--- src/rtl/sta_pkg.sv ---
// ----------------------------------------------------------------------------
// sta_pkg: shared types and constants of the session table
// slot count, field widths, command kinds, result codes, register map
// ----------------------------------------------------------------------------
package sta_pkg;

	localparam int SLOTS      = 8;
	localparam int SLOT_IDX_W = (SLOTS > 1) ? $clog2(SLOTS) : 1;

	localparam int DEV_W  = 48;
	localparam int TIME_W = 32;
	localparam int LIFE_W = 16;

	localparam int IN_DATA_W  = 88;
	localparam int OUT_DATA_W = 8;

	localparam int APB_ADDR_W = 4;
	localparam int APB_DATA_W = 64;

	localparam logic [15:0] LIFETIME_RESET = 16'd180;

	// register index is paddr[3], registers sit 8 bytes apart
	localparam logic REG_MASTER   = 1'b0;
	localparam logic REG_LIFETIME = 1'b1;

	localparam logic ACT_QUERY = 1'b0;
	localparam logic ACT_LOGIN = 1'b1;

	typedef enum logic [1:0] {
		CMD_MASTER     = 2'd0,
		CMD_QUERY_SCAN = 2'd1,
		CMD_LOGIN      = 2'd2,
		CMD_BAD_CRED   = 2'd3
	} cmd_kind_t;

	typedef enum logic [2:0] {
		RC_UNKNOWN  = 3'd0,
		RC_MASTER   = 3'd1,
		RC_IN_TABLE = 3'd2,
		RC_STORED   = 3'd3,
		RC_BAD_CRED = 3'd4,
		RC_FULL     = 3'd5
	} rc_t;

	typedef struct packed {
		cmd_kind_t           kind;
		logic [DEV_W-1:0]    device;
		logic [TIME_W-1:0]   now;
		logic [TIME_W-1:0]   expiry;
	} cmd_t;

endpackage

--- src/rtl/sta_front.sv ---
// ----------------------------------------------------------------------------
// sta_front: request classifier
// unpacks the input word, sorts it into a command kind, precomputes expiry
// ----------------------------------------------------------------------------
module sta_front (
	input  logic                          s_tvalid,
	output logic                          s_tready,
	input  logic [sta_pkg::IN_DATA_W-1:0] s_tdata,
	input  logic                          s_tuser,
	input  logic [sta_pkg::DEV_W-1:0]     master_device,
	input  logic [sta_pkg::LIFE_W-1:0]    lifetime_seconds,
	output logic                          push_valid,
	input  logic                          push_ready,
	output sta_pkg::cmd_t                 push_cmd
);
	import sta_pkg::*;

	logic [DEV_W-1:0]  device_id;
	logic              credentials_ok;
	logic [TIME_W-1:0] now_seconds;

	assign device_id      = s_tdata[DEV_W-1:0];
	assign credentials_ok = s_tdata[DEV_W];
	assign now_seconds    = s_tdata[DEV_W+TIME_W:DEV_W+1];

	assign s_tready   = push_ready;
	assign push_valid = s_tvalid;

	always_comb begin
		push_cmd.device = device_id;
		push_cmd.now    = now_seconds;
		// expiry wraps modulo 2^32
		push_cmd.expiry = now_seconds + TIME_W'(lifetime_seconds);
		if (s_tuser == ACT_QUERY) begin
			push_cmd.kind = (device_id == master_device) ? CMD_MASTER : CMD_QUERY_SCAN;
		end else begin
			push_cmd.kind = credentials_ok ? CMD_LOGIN : CMD_BAD_CRED;
		end
	end

endmodule

--- src/rtl/sta_queue.sv ---
// ----------------------------------------------------------------------------
// sta_queue: two-entry command queue
// decouples the classifier from the table scanner
// ----------------------------------------------------------------------------
module sta_queue (
	input  logic          clk,
	input  logic          arst_n,
	input  logic          push_valid,
	output logic          push_ready,
	input  sta_pkg::cmd_t push_cmd,
	output logic          pop_valid,
	input  logic          pop_ready,
	output sta_pkg::cmd_t pop_cmd
);
	import sta_pkg::*;

	cmd_t       entry_q [2];
	logic       wr_ptr_q;
	logic       rd_ptr_q;
	logic [1:0] count_q;
	logic       do_push;
	logic       do_pop;

	assign push_ready = (count_q != 2'd2);
	assign pop_valid  = (count_q != 2'd0);
	assign pop_cmd    = entry_q[rd_ptr_q];
	assign do_push    = push_valid && push_ready;
	assign do_pop     = pop_valid && pop_ready;

	always_ff @(posedge clk or negedge arst_n) begin
		if (!arst_n) begin
			wr_ptr_q <= 1'b0;
			rd_ptr_q <= 1'b0;
			count_q  <= 2'd0;
		end else begin
			if (do_push) wr_ptr_q <= ~wr_ptr_q;
			if (do_pop)  rd_ptr_q <= ~rd_ptr_q;
			priority if (do_push && !do_pop) begin
				count_q <= count_q + 2'd1;
			end else if (do_pop && !do_push) begin
				count_q <= count_q - 2'd1;
			end
		end
	end

	always_ff @(posedge clk) begin
		if (do_push) entry_q[wr_ptr_q] <= push_cmd;
	end

endmodule

--- src/rtl/sta_back.sv ---
// ----------------------------------------------------------------------------
// sta_back: table scanner and result stage
// walks the slots one per cycle, ages them, looks up or stores a device
// ----------------------------------------------------------------------------
module sta_back (
	input  logic                           clk,
	input  logic                           arst_n,
	input  logic                           pop_valid,
	output logic                           pop_ready,
	input  sta_pkg::cmd_t                  pop_cmd,
	output logic                           m_tvalid,
	input  logic                           m_tready,
	output logic [sta_pkg::OUT_DATA_W-1:0] m_tdata
);
	import sta_pkg::*;

	typedef enum logic [2:0] {
		ST_IDLE = 3'b001,
		ST_SCAN = 3'b010,
		ST_DONE = 3'b100
	} state_t;

	state_t                state_q;
	cmd_t                  cmd_q;
	logic [SLOT_IDX_W-1:0] idx_q;
	logic                  found_q;
	logic                  free_found_q;
	logic [SLOT_IDX_W-1:0] free_idx_q;

	logic [DEV_W-1:0]  slot_device_q [SLOTS];
	logic [TIME_W-1:0] slot_expiry_q [SLOTS];

	logic              out_valid_q;
	logic              granted_q;
	rc_t               code_q;

	logic [DEV_W-1:0]  rd_dev;
	logic [TIME_W-1:0] rd_exp;
	logic              expired;
	logic              live;
	logic              last_slot;
	logic              out_free;
	logic              finish;
	logic              store;
	logic              res_granted;
	rc_t               res_code;

	assign rd_dev    = slot_device_q[idx_q];
	assign rd_exp    = slot_expiry_q[idx_q];
	assign expired   = (rd_dev != '0) && (cmd_q.now > rd_exp);
	assign live      = (rd_dev != '0) && !expired;
	assign last_slot = (idx_q == SLOT_IDX_W'(SLOTS - 1));
	assign out_free  = !out_valid_q || m_tready;
	assign finish    = (state_q == ST_DONE) && out_free;
	assign store     = finish && (cmd_q.kind == CMD_LOGIN) && free_found_q;
	assign pop_ready = (state_q == ST_IDLE);

	assign m_tvalid = out_valid_q;
	assign m_tdata  = {4'b0000, code_q, granted_q};

	always_comb begin
		unique case (cmd_q.kind)
			CMD_MASTER: begin
				res_granted = 1'b1;
				res_code    = RC_MASTER;
			end
			CMD_QUERY_SCAN: begin
				res_granted = found_q;
				res_code    = found_q ? RC_IN_TABLE : RC_UNKNOWN;
			end
			CMD_LOGIN: begin
				res_granted = free_found_q;
				res_code    = free_found_q ? RC_STORED : RC_FULL;
			end
			default: begin
				res_granted = 1'b0;
				res_code    = RC_BAD_CRED;
			end
		endcase
	end

	always_ff @(posedge clk or negedge arst_n) begin
		if (!arst_n) begin
			state_q      <= ST_IDLE;
			idx_q        <= '0;
			found_q      <= 1'b0;
			free_found_q <= 1'b0;
			out_valid_q  <= 1'b0;
		end else begin
			// a new word replaces the one taken in the same cycle
			if (finish) begin
				out_valid_q <= 1'b1;
			end else if (m_tvalid && m_tready) begin
				out_valid_q <= 1'b0;
			end
			unique case (state_q)
				ST_IDLE: begin
					if (pop_valid) begin
						idx_q        <= '0;
						found_q      <= 1'b0;
						free_found_q <= 1'b0;
						state_q      <= ST_SCAN;
					end
				end
				ST_SCAN: begin
					if (live && (rd_dev == cmd_q.device)) found_q <= 1'b1;
					if (!live && !free_found_q) free_found_q <= 1'b1;
					if (last_slot) begin
						state_q <= ST_DONE;
					end else begin
						idx_q <= idx_q + SLOT_IDX_W'(1);
					end
				end
				ST_DONE: begin
					if (out_free) begin
						state_q <= ST_IDLE;
					end
				end
				default: state_q <= ST_IDLE;
			endcase
		end
	end

	// payload registers
	always_ff @(posedge clk) begin
		if (pop_valid && pop_ready) cmd_q <= pop_cmd;
		if (state_q == ST_SCAN && !live && !free_found_q) free_idx_q <= idx_q;
		if (finish) begin
			granted_q <= res_granted;
			code_q    <= res_code;
		end
	end

	// device column: cleared at reset, aged during the scan, written on store
	always_ff @(posedge clk or negedge arst_n) begin
		if (!arst_n) begin
			for (int i = 0; i < SLOTS; i++) slot_device_q[i] <= '0;
		end else begin
			priority if (state_q == ST_SCAN && expired) begin
				slot_device_q[idx_q] <= '0;
			end else if (store) begin
				slot_device_q[free_idx_q] <= cmd_q.device;
			end
		end
	end

	always_ff @(posedge clk) begin
		if (store) slot_expiry_q[free_idx_q] <= cmd_q.expiry;
	end

endmodule

--- src/rtl/session_table_with_aging_core.sv ---
// ----------------------------------------------------------------------------
// session_table_with_aging_core: device session table with expiry
// keeps logged-in device ids, grants queries, stores logins, ages entries
// ----------------------------------------------------------------------------
// usage
//   request words enter on s_*: tuser is the action (0 query, 1 login),
//   tdata carries device id, credentials flag and the current time
//   one result word leaves on m_* for every request: granted flag and code
//   master id and login lifetime are set through the apb port; the user must
//   write them only while no request is in flight (not enforced by the block)
// scan
//   the back end walks all SLOTS table entries, one per cycle, through a
//   single read port of the table, and takes the next request from the
//   queue only once the result of the last has gone to its output register
// reset
//   arst_n empties the queue, drops any pending result and frees all slots;
//   master id returns to 0 and lifetime to 180 seconds
// stalls
//   a held result does not block the front at once: up to two requests queue up,
//   and the scanner takes and scans one more before it waits for m_tready
// ----------------------------------------------------------------------------
module session_table_with_aging_core (
	input  logic                           clk,
	input  logic                           arst_n,
	// request channel
	input  logic                           s_tvalid,
	output logic                           s_tready,
	// [47:0] device_id, [48] credentials_ok, [80:49] now_seconds, [87:81] zero
	input  logic [sta_pkg::IN_DATA_W-1:0]  s_tdata,
	// [0] action
	input  logic                           s_tuser,
	// result channel
	output logic                           m_tvalid,
	input  logic                           m_tready,
	// [0] granted, [3:1] result_code, [7:4] zero
	output logic [sta_pkg::OUT_DATA_W-1:0] m_tdata,
	// configuration port
	input  logic                           psel,
	input  logic                           penable,
	input  logic                           pwrite,
	input  logic [sta_pkg::APB_ADDR_W-1:0] paddr,
	input  logic [sta_pkg::APB_DATA_W-1:0] pwdata,
	output logic [sta_pkg::APB_DATA_W-1:0] prdata,
	output logic                           pready
);
	import sta_pkg::*;

	// configuration registers
	logic [DEV_W-1:0]  master_device_q;
	logic [LIFE_W-1:0] lifetime_seconds_q;
	logic              cfg_wr;
	logic              reg_sel;

	// front to queue, queue to back
	logic push_valid;
	logic push_ready;
	cmd_t push_cmd;
	logic pop_valid;
	logic pop_ready;
	cmd_t pop_cmd;

	assign pready  = 1'b1;
	assign reg_sel = paddr[3];
	assign cfg_wr  = psel && penable && pwrite && pready;

	always_ff @(posedge clk or negedge arst_n) begin
		if (!arst_n) begin
			master_device_q    <= '0;
			lifetime_seconds_q <= LIFETIME_RESET;
		end else if (cfg_wr) begin
			unique case (reg_sel)
				REG_MASTER:   master_device_q    <= pwdata[DEV_W-1:0];
				REG_LIFETIME: lifetime_seconds_q <= pwdata[LIFE_W-1:0];
				default: ;
			endcase
		end
	end

	always_comb begin
		unique case (reg_sel)
			REG_MASTER:   prdata = APB_DATA_W'(master_device_q);
			REG_LIFETIME: prdata = APB_DATA_W'(lifetime_seconds_q);
			default:      prdata = '0;
		endcase
	end

	// front: classify the request and precompute the expiry time
	sta_front u_front (
		.s_tvalid         (s_tvalid),
		.s_tready         (s_tready),
		.s_tdata          (s_tdata),
		.s_tuser          (s_tuser),
		.master_device    (master_device_q),
		.lifetime_seconds (lifetime_seconds_q),
		.push_valid       (push_valid),
		.push_ready       (push_ready),
		.push_cmd         (push_cmd)
	);

	// two-entry queue between classifier and scanner
	sta_queue u_queue (
		.clk        (clk),
		.arst_n     (arst_n),
		.push_valid (push_valid),
		.push_ready (push_ready),
		.push_cmd   (push_cmd),
		.pop_valid  (pop_valid),
		.pop_ready  (pop_ready),
		.pop_cmd    (pop_cmd)
	);

	// back: age and search the slots, store logins, hold the result word
	sta_back u_back (
		.clk       (clk),
		.arst_n    (arst_n),
		.pop_valid (pop_valid),
		.pop_ready (pop_ready),
		.pop_cmd   (pop_cmd),
		.m_tvalid  (m_tvalid),
		.m_tready  (m_tready),
		.m_tdata   (m_tdata)
	);

endmodule
--- config.mk ---
export PLATFORM = sky130hd
export DESIGN_NAME = session_table_with_aging_core
export DESIGN_NICKNAME = d
export VERILOG_FILES = /design/src/rtl/sta_pkg.sv /design/src/rtl/sta_front.sv /design/src/rtl/sta_queue.sv /design/src/rtl/sta_back.sv /design/src/rtl/session_table_with_aging_core.sv
export SDC_FILE = /design/constraint.sdc
export NUM_CORES = 1
export LEC_CHECK = 0
export ABC_AREA = 1
export ABC_CLOCK_PERIOD_IN_PS = 7400
export BUFFER_PORTS_ARGS = -buffer_cell sky130_fd_sc_hd__buf_2
export CAP_MARGIN = 10
export CELL_PAD_IN_SITES_DETAIL_PLACEMENT = 2
export CELL_PAD_IN_SITES_GLOBAL_PLACEMENT = 2
export CORE_ASPECT_RATIO = 1.25
export CORE_UTILIZATION = 25
export CTS_CLUSTER_SIZE = 40
export DETAILED_ROUTE_END_ITERATION = 8
export GPL_ROUTABILITY_DRIVEN = 0
export MAX_ROUTING_LAYER = met4
export PLACE_DENSITY_LB_ADDON = 0.1
export SLEW_MARGIN = 20
export SYNTH_ARGS = -nofsm -noshare
export SYNTH_HDL_FRONTEND = slang
export SYNTH_SLANG_ARGS = --single-unit
--- constraint.sdc ---
create_clock -name clk -period 7.4 [get_ports clk]
set_input_delay 0.37 -clock clk [delete_from_list [all_inputs] [get_ports clk]]
set_output_delay 0.37 -clock clk [all_outputs]
set_load 0.02 [all_outputs]
==> flow_summary.yaml <==
status:
  status: "finished, final reports clean"
timing:
  hold_violations: 0
  period_share_pct: 77.86
  fmax_mhz: 173.6
  fin_crit_ns: 5.762
  slew_headroom_pct: 13.44
  clock_skew_ns: 0.04083
  rsz0062_at_grt: "false"
  whs_ns: 0.1310
  report.final.slew_viol_count: 0
  tightest_slew_ns: 1.298
  finalSetupTns_ns: 0
  setup_violations: 0
route:
  route.vias.total: 43570
  route.detailed.drc: 0
  drtIter0Drc: 1776
  wire_per_inst_um: 23.78
  vias_per_cell: 4.851
  ant_nets: 0
  drt-pass1-iter-count: 5
  wirelength_mm: 213.6
clock_tree:
  cts_tree: "built"
  clockBufferDepth: 3
  cts.hold.buffers_added: 132
  cts_setup_buffers: 0
  root_buffer: "clkbuf_16"
  worstSkewPairLatency_ns: 0.80
  cts.htree.levels: 4
  clkTransAtPathRegs_ns: 0.06
  cts_sinks: 1066
  post_cts_resized: 0
  cts_buffers: 132
layout:
  drive_gt1_share_pct: 9.340
  fin_nets: 6363
  area_growth_pct: 17.92
min_path:
  hold_path_class: "input port to flop"
die:
  num_rows: 186
  die_w_um: 410.0
  die_h_um: 512.0
  coreArea_um2: 206200
  io_pins: 239
  die-area_um2: 210000
  start_util_pct: 25.23
yosys:
  syn_inst: 5993
  ys_warn_count: 0
  synthDistinctLibCells: 50
  synth.avg_cell_area_um2: 8.681
  ys_seq_area_share_pct: 57.10
  synth_area_um2: 52030
  synth-edff-count: 605
  ys.flop_type: "edfxtp_1"
  synth_seq_cells: 1066
  async_flop_share_pct: 43.25
grt:
  grt.overflow.total: 0
  grt_pass1_wl_mm: 320.2
  grt_max_degree: 190
  grt.total_usage_pct: 20.90
  first_global_vias: 48070
  antenna_found_initial: 7
run:
  maxCapViolations: 0
worst_setup_path:
  crit_arrival_ns: 6.44
  critPathMaxFanout: 29
  slowest_stage: "dfrtp_2"
  critPathMaxStageDelay_ns: 0.84
  cp_cell_sequence: "nand2_4, nor2_4, inv_2, o21ai_0, a221oi_1, nand4_1, inv_1, ha_1, nand3_1, nor2_1, nand2_1, nand2_1, nand2_1, a21oi_1, buf_4, nand2_4, nor2_8, buf_4, buf_4, nand3_1, o211ai_1"
  worstPathRequired_ns: 8.07
  worst_setup_path_start_kind: "flop"
  cp-end-kind: "flop"
  critPathKind: "flop to flop"
power_and_ir_drop:
  cell_internal_pwr_mw: 14.41
  p_sw_share_pct: 42.54
  power_frac_comb_pct: 35.3
  leakagePower_nw: 26.68
  seq_power_share_pct: 38.6
  switching_power_mw: 10.67
  cellPowerDensity_nw_per_um2: 408.9
  power_frac_clock_pct: 26.1
  ir_worst_vdd_v: 0.0004807
placed_design:
  hpwlAfterDp_mm: 128.6
  portBuffers: 191
## worst max-delay path, delay by kind of cell, from the launching register on
| kind | cells | cell delay, ns |
|---|---|---|
| and+or+nand+nor | 11 | 2.12 |
| buffers and inverters | 5 | 1.64 |
| DFF | 1 | 0.84 |
| AOI/OAI and AO/OA | 4 | 0.70 |
| adders and majority gates | 1 | 0.29 |
## metal layers
metal	share of wire, %	routed length [µm]	global-route usage [%]	vias up
met5	0	0	-	-
met4	1.7	3529	4.212	0
met3	2.1	4454	2.211	210
li1	-	-	-	20130
met1	45	95050	25.38	22740
met2	52	110600	37.22	481
## cells by family after synthesis
family,count (synthesis),synth area share [%]
simple gates,2951,23.29
flops,1066,57.10
compound gates,1015,10.69
buf+inv,855,6.760
xor+xnor,52,0.8754
fa+ha+maj,52,1.265
other cells,2,0.01443
## cell usage after synthesis (2+ instances only)
master    instances  area share, %
a21boi_0          2          0.029
a21o_1            2          0.029
a21oi_1          72           0.69
a221oi_1         28           0.47
a22o_1           23           0.39
a22oi_1          38           0.55
buf_1            31           0.22
buf_2           118            1.1
buf_4            36           0.52
buf_6             3          0.065
clkbuf_1        229            1.7
clkinv_1          2          0.014
conb_1            2          0.014
dfrtp_1         456             22
dfstp_2           5           0.25
edfxtp_1        605             35
ha_1             51            1.2
inv_1           432            3.1
inv_2             3          0.022
nand2_1        2051             15
nand3_1         543            5.2
nand4_1          56           0.67
nor2_1          224            1.6
nor2_2            4          0.048
nor2_8            2          0.077
nor3_1            9          0.087
nor4_1            7          0.084
o211ai_1         50           0.72
o21a_1            4          0.058
o21ai_0         764            7.3
o21ai_1          15           0.14
o21bai_1         10           0.14
or2_2            49           0.59
xnor2_1          24           0.40
xor2_1           28           0.47
## power by group through the flow
stage	registers [mW]	logic (mW)	clock network, mW
6_report	9.67	8.86	6.56
5_1_grt	9.86	10.0	6.97
4_1_cts	9.70	9.21	6.78
3_5_place_dp	9.80	9.11	0
3_3_place_gp	9.72	8.91	0
2_1_floorplan	9.06	5.72	0
## through the flow
step | utilization (%) | area (µm²) | power [mW] | std cells | setup slack (ns)
3_5_place_dp | 27.01 | 55680 | 18.91 | 8607 | 1.477
6_report | 29.76 | 61350 | 25.09 | 8982 | 1.638
2_1_floorplan | - | 52100 | 14.78 | 6012 | 1.327
3_3_place_gp | 27.00 | 55680 | 18.63 | 8607 | 1.459
5_1_grt | 29.75 | 61350 | 26.85 | 8980 | 1.163
4_1_cts | 29.75 | 61350 | 25.69 | 8979 | 1.431
## final cells by class
cell class | instances | area (µm²)
multi-input cells | 4091 | 19020
well taps | 2726 | 3411
inverters | 438 | 1653
fillers | 23360 | 144800
clock buffers | 184 | 3670
repair buffers | 418 | 3201
clock inverters | 56 | 670.6
diodes | 3 | 7.507
flip-flops and latches | 1066 | 29720
## state kept, by name, indices dropped and copies added, names as in the netlist
name / cells
u_queue.entry_q: 228
u_back.idx_q: 3
master_device_q: 48
u_back.m_tvalid: 1
u_back.granted_q: 1
u_queue.rd_ptr_q: 1
u_back.slot_device_q: 384
u_back.code_q: 3
u_back.free_found_q: 1
lifetime_seconds_q: 16
u_queue.wr_ptr_q: 1
u_back.slot_expiry_q: 256
u_back.free_idx_q: 3
u_back.cmd_q: 114
u_queue.count_q: 2
u_back.state_q: 3
u_back.found_q: 1
## worst paths after layout
| check | from | to | slack [ns] | cells past startpoint |
|---|---|---|---|---|
| max | u_back.idx_q[1]$_DFFE_PN0P_ | u_back.slot_device_q[287]$_DFFE_PN0P_ | 1.64 | 21 |
| min | s_tvalid | u_queue.wr_ptr_q$_DFFE_PN0P_ | 0.13 | 5 |
| max reg2reg | u_back.idx_q[1]$_DFFE_PN0P_ | u_back.slot_device_q[287]$_DFFE_PN0P_ | 1.64 | 21 |
| min reg2reg | u_queue.count_q[0]$_DFFE_PN0P_ | u_queue.count_q[0]$_DFFE_PN0P_ | 0.48 | 1 |
| max in group asynchronous | arst_n | u_back.slot_device_q[304]$_DFFE_PN0P_ | 5.55 | 4 |
| min in group asynchronous | arst_n | u_back.slot_device_q[365]$_DFFE_PN0P_ | 0.20 | 2 |
## cell usage in the layout, fill, tap and decap left out, drive strengths merged, types with 2 or more instances in the layout
master and instances:
nand2 2053, diode 3, or2 50, inv 440
a221oi 28, clkinv 47, o21ai 779, nand4 56
a21boi 2, buf 286, bufinv 6, a21o 2
nand3 543, xnor2 24, a22oi 38, dfrtp 456
xor2 28, a22o 23, o211ai 50, ha 51
dlygate4sd3 132, a21oi 72, conb 21, nor3 9
nor4 7, o21a 4, clkbuf 184, o21bai 10
dfstp 5, nor2 231, edfxtp 605
(Power assumes the default switching activity.)
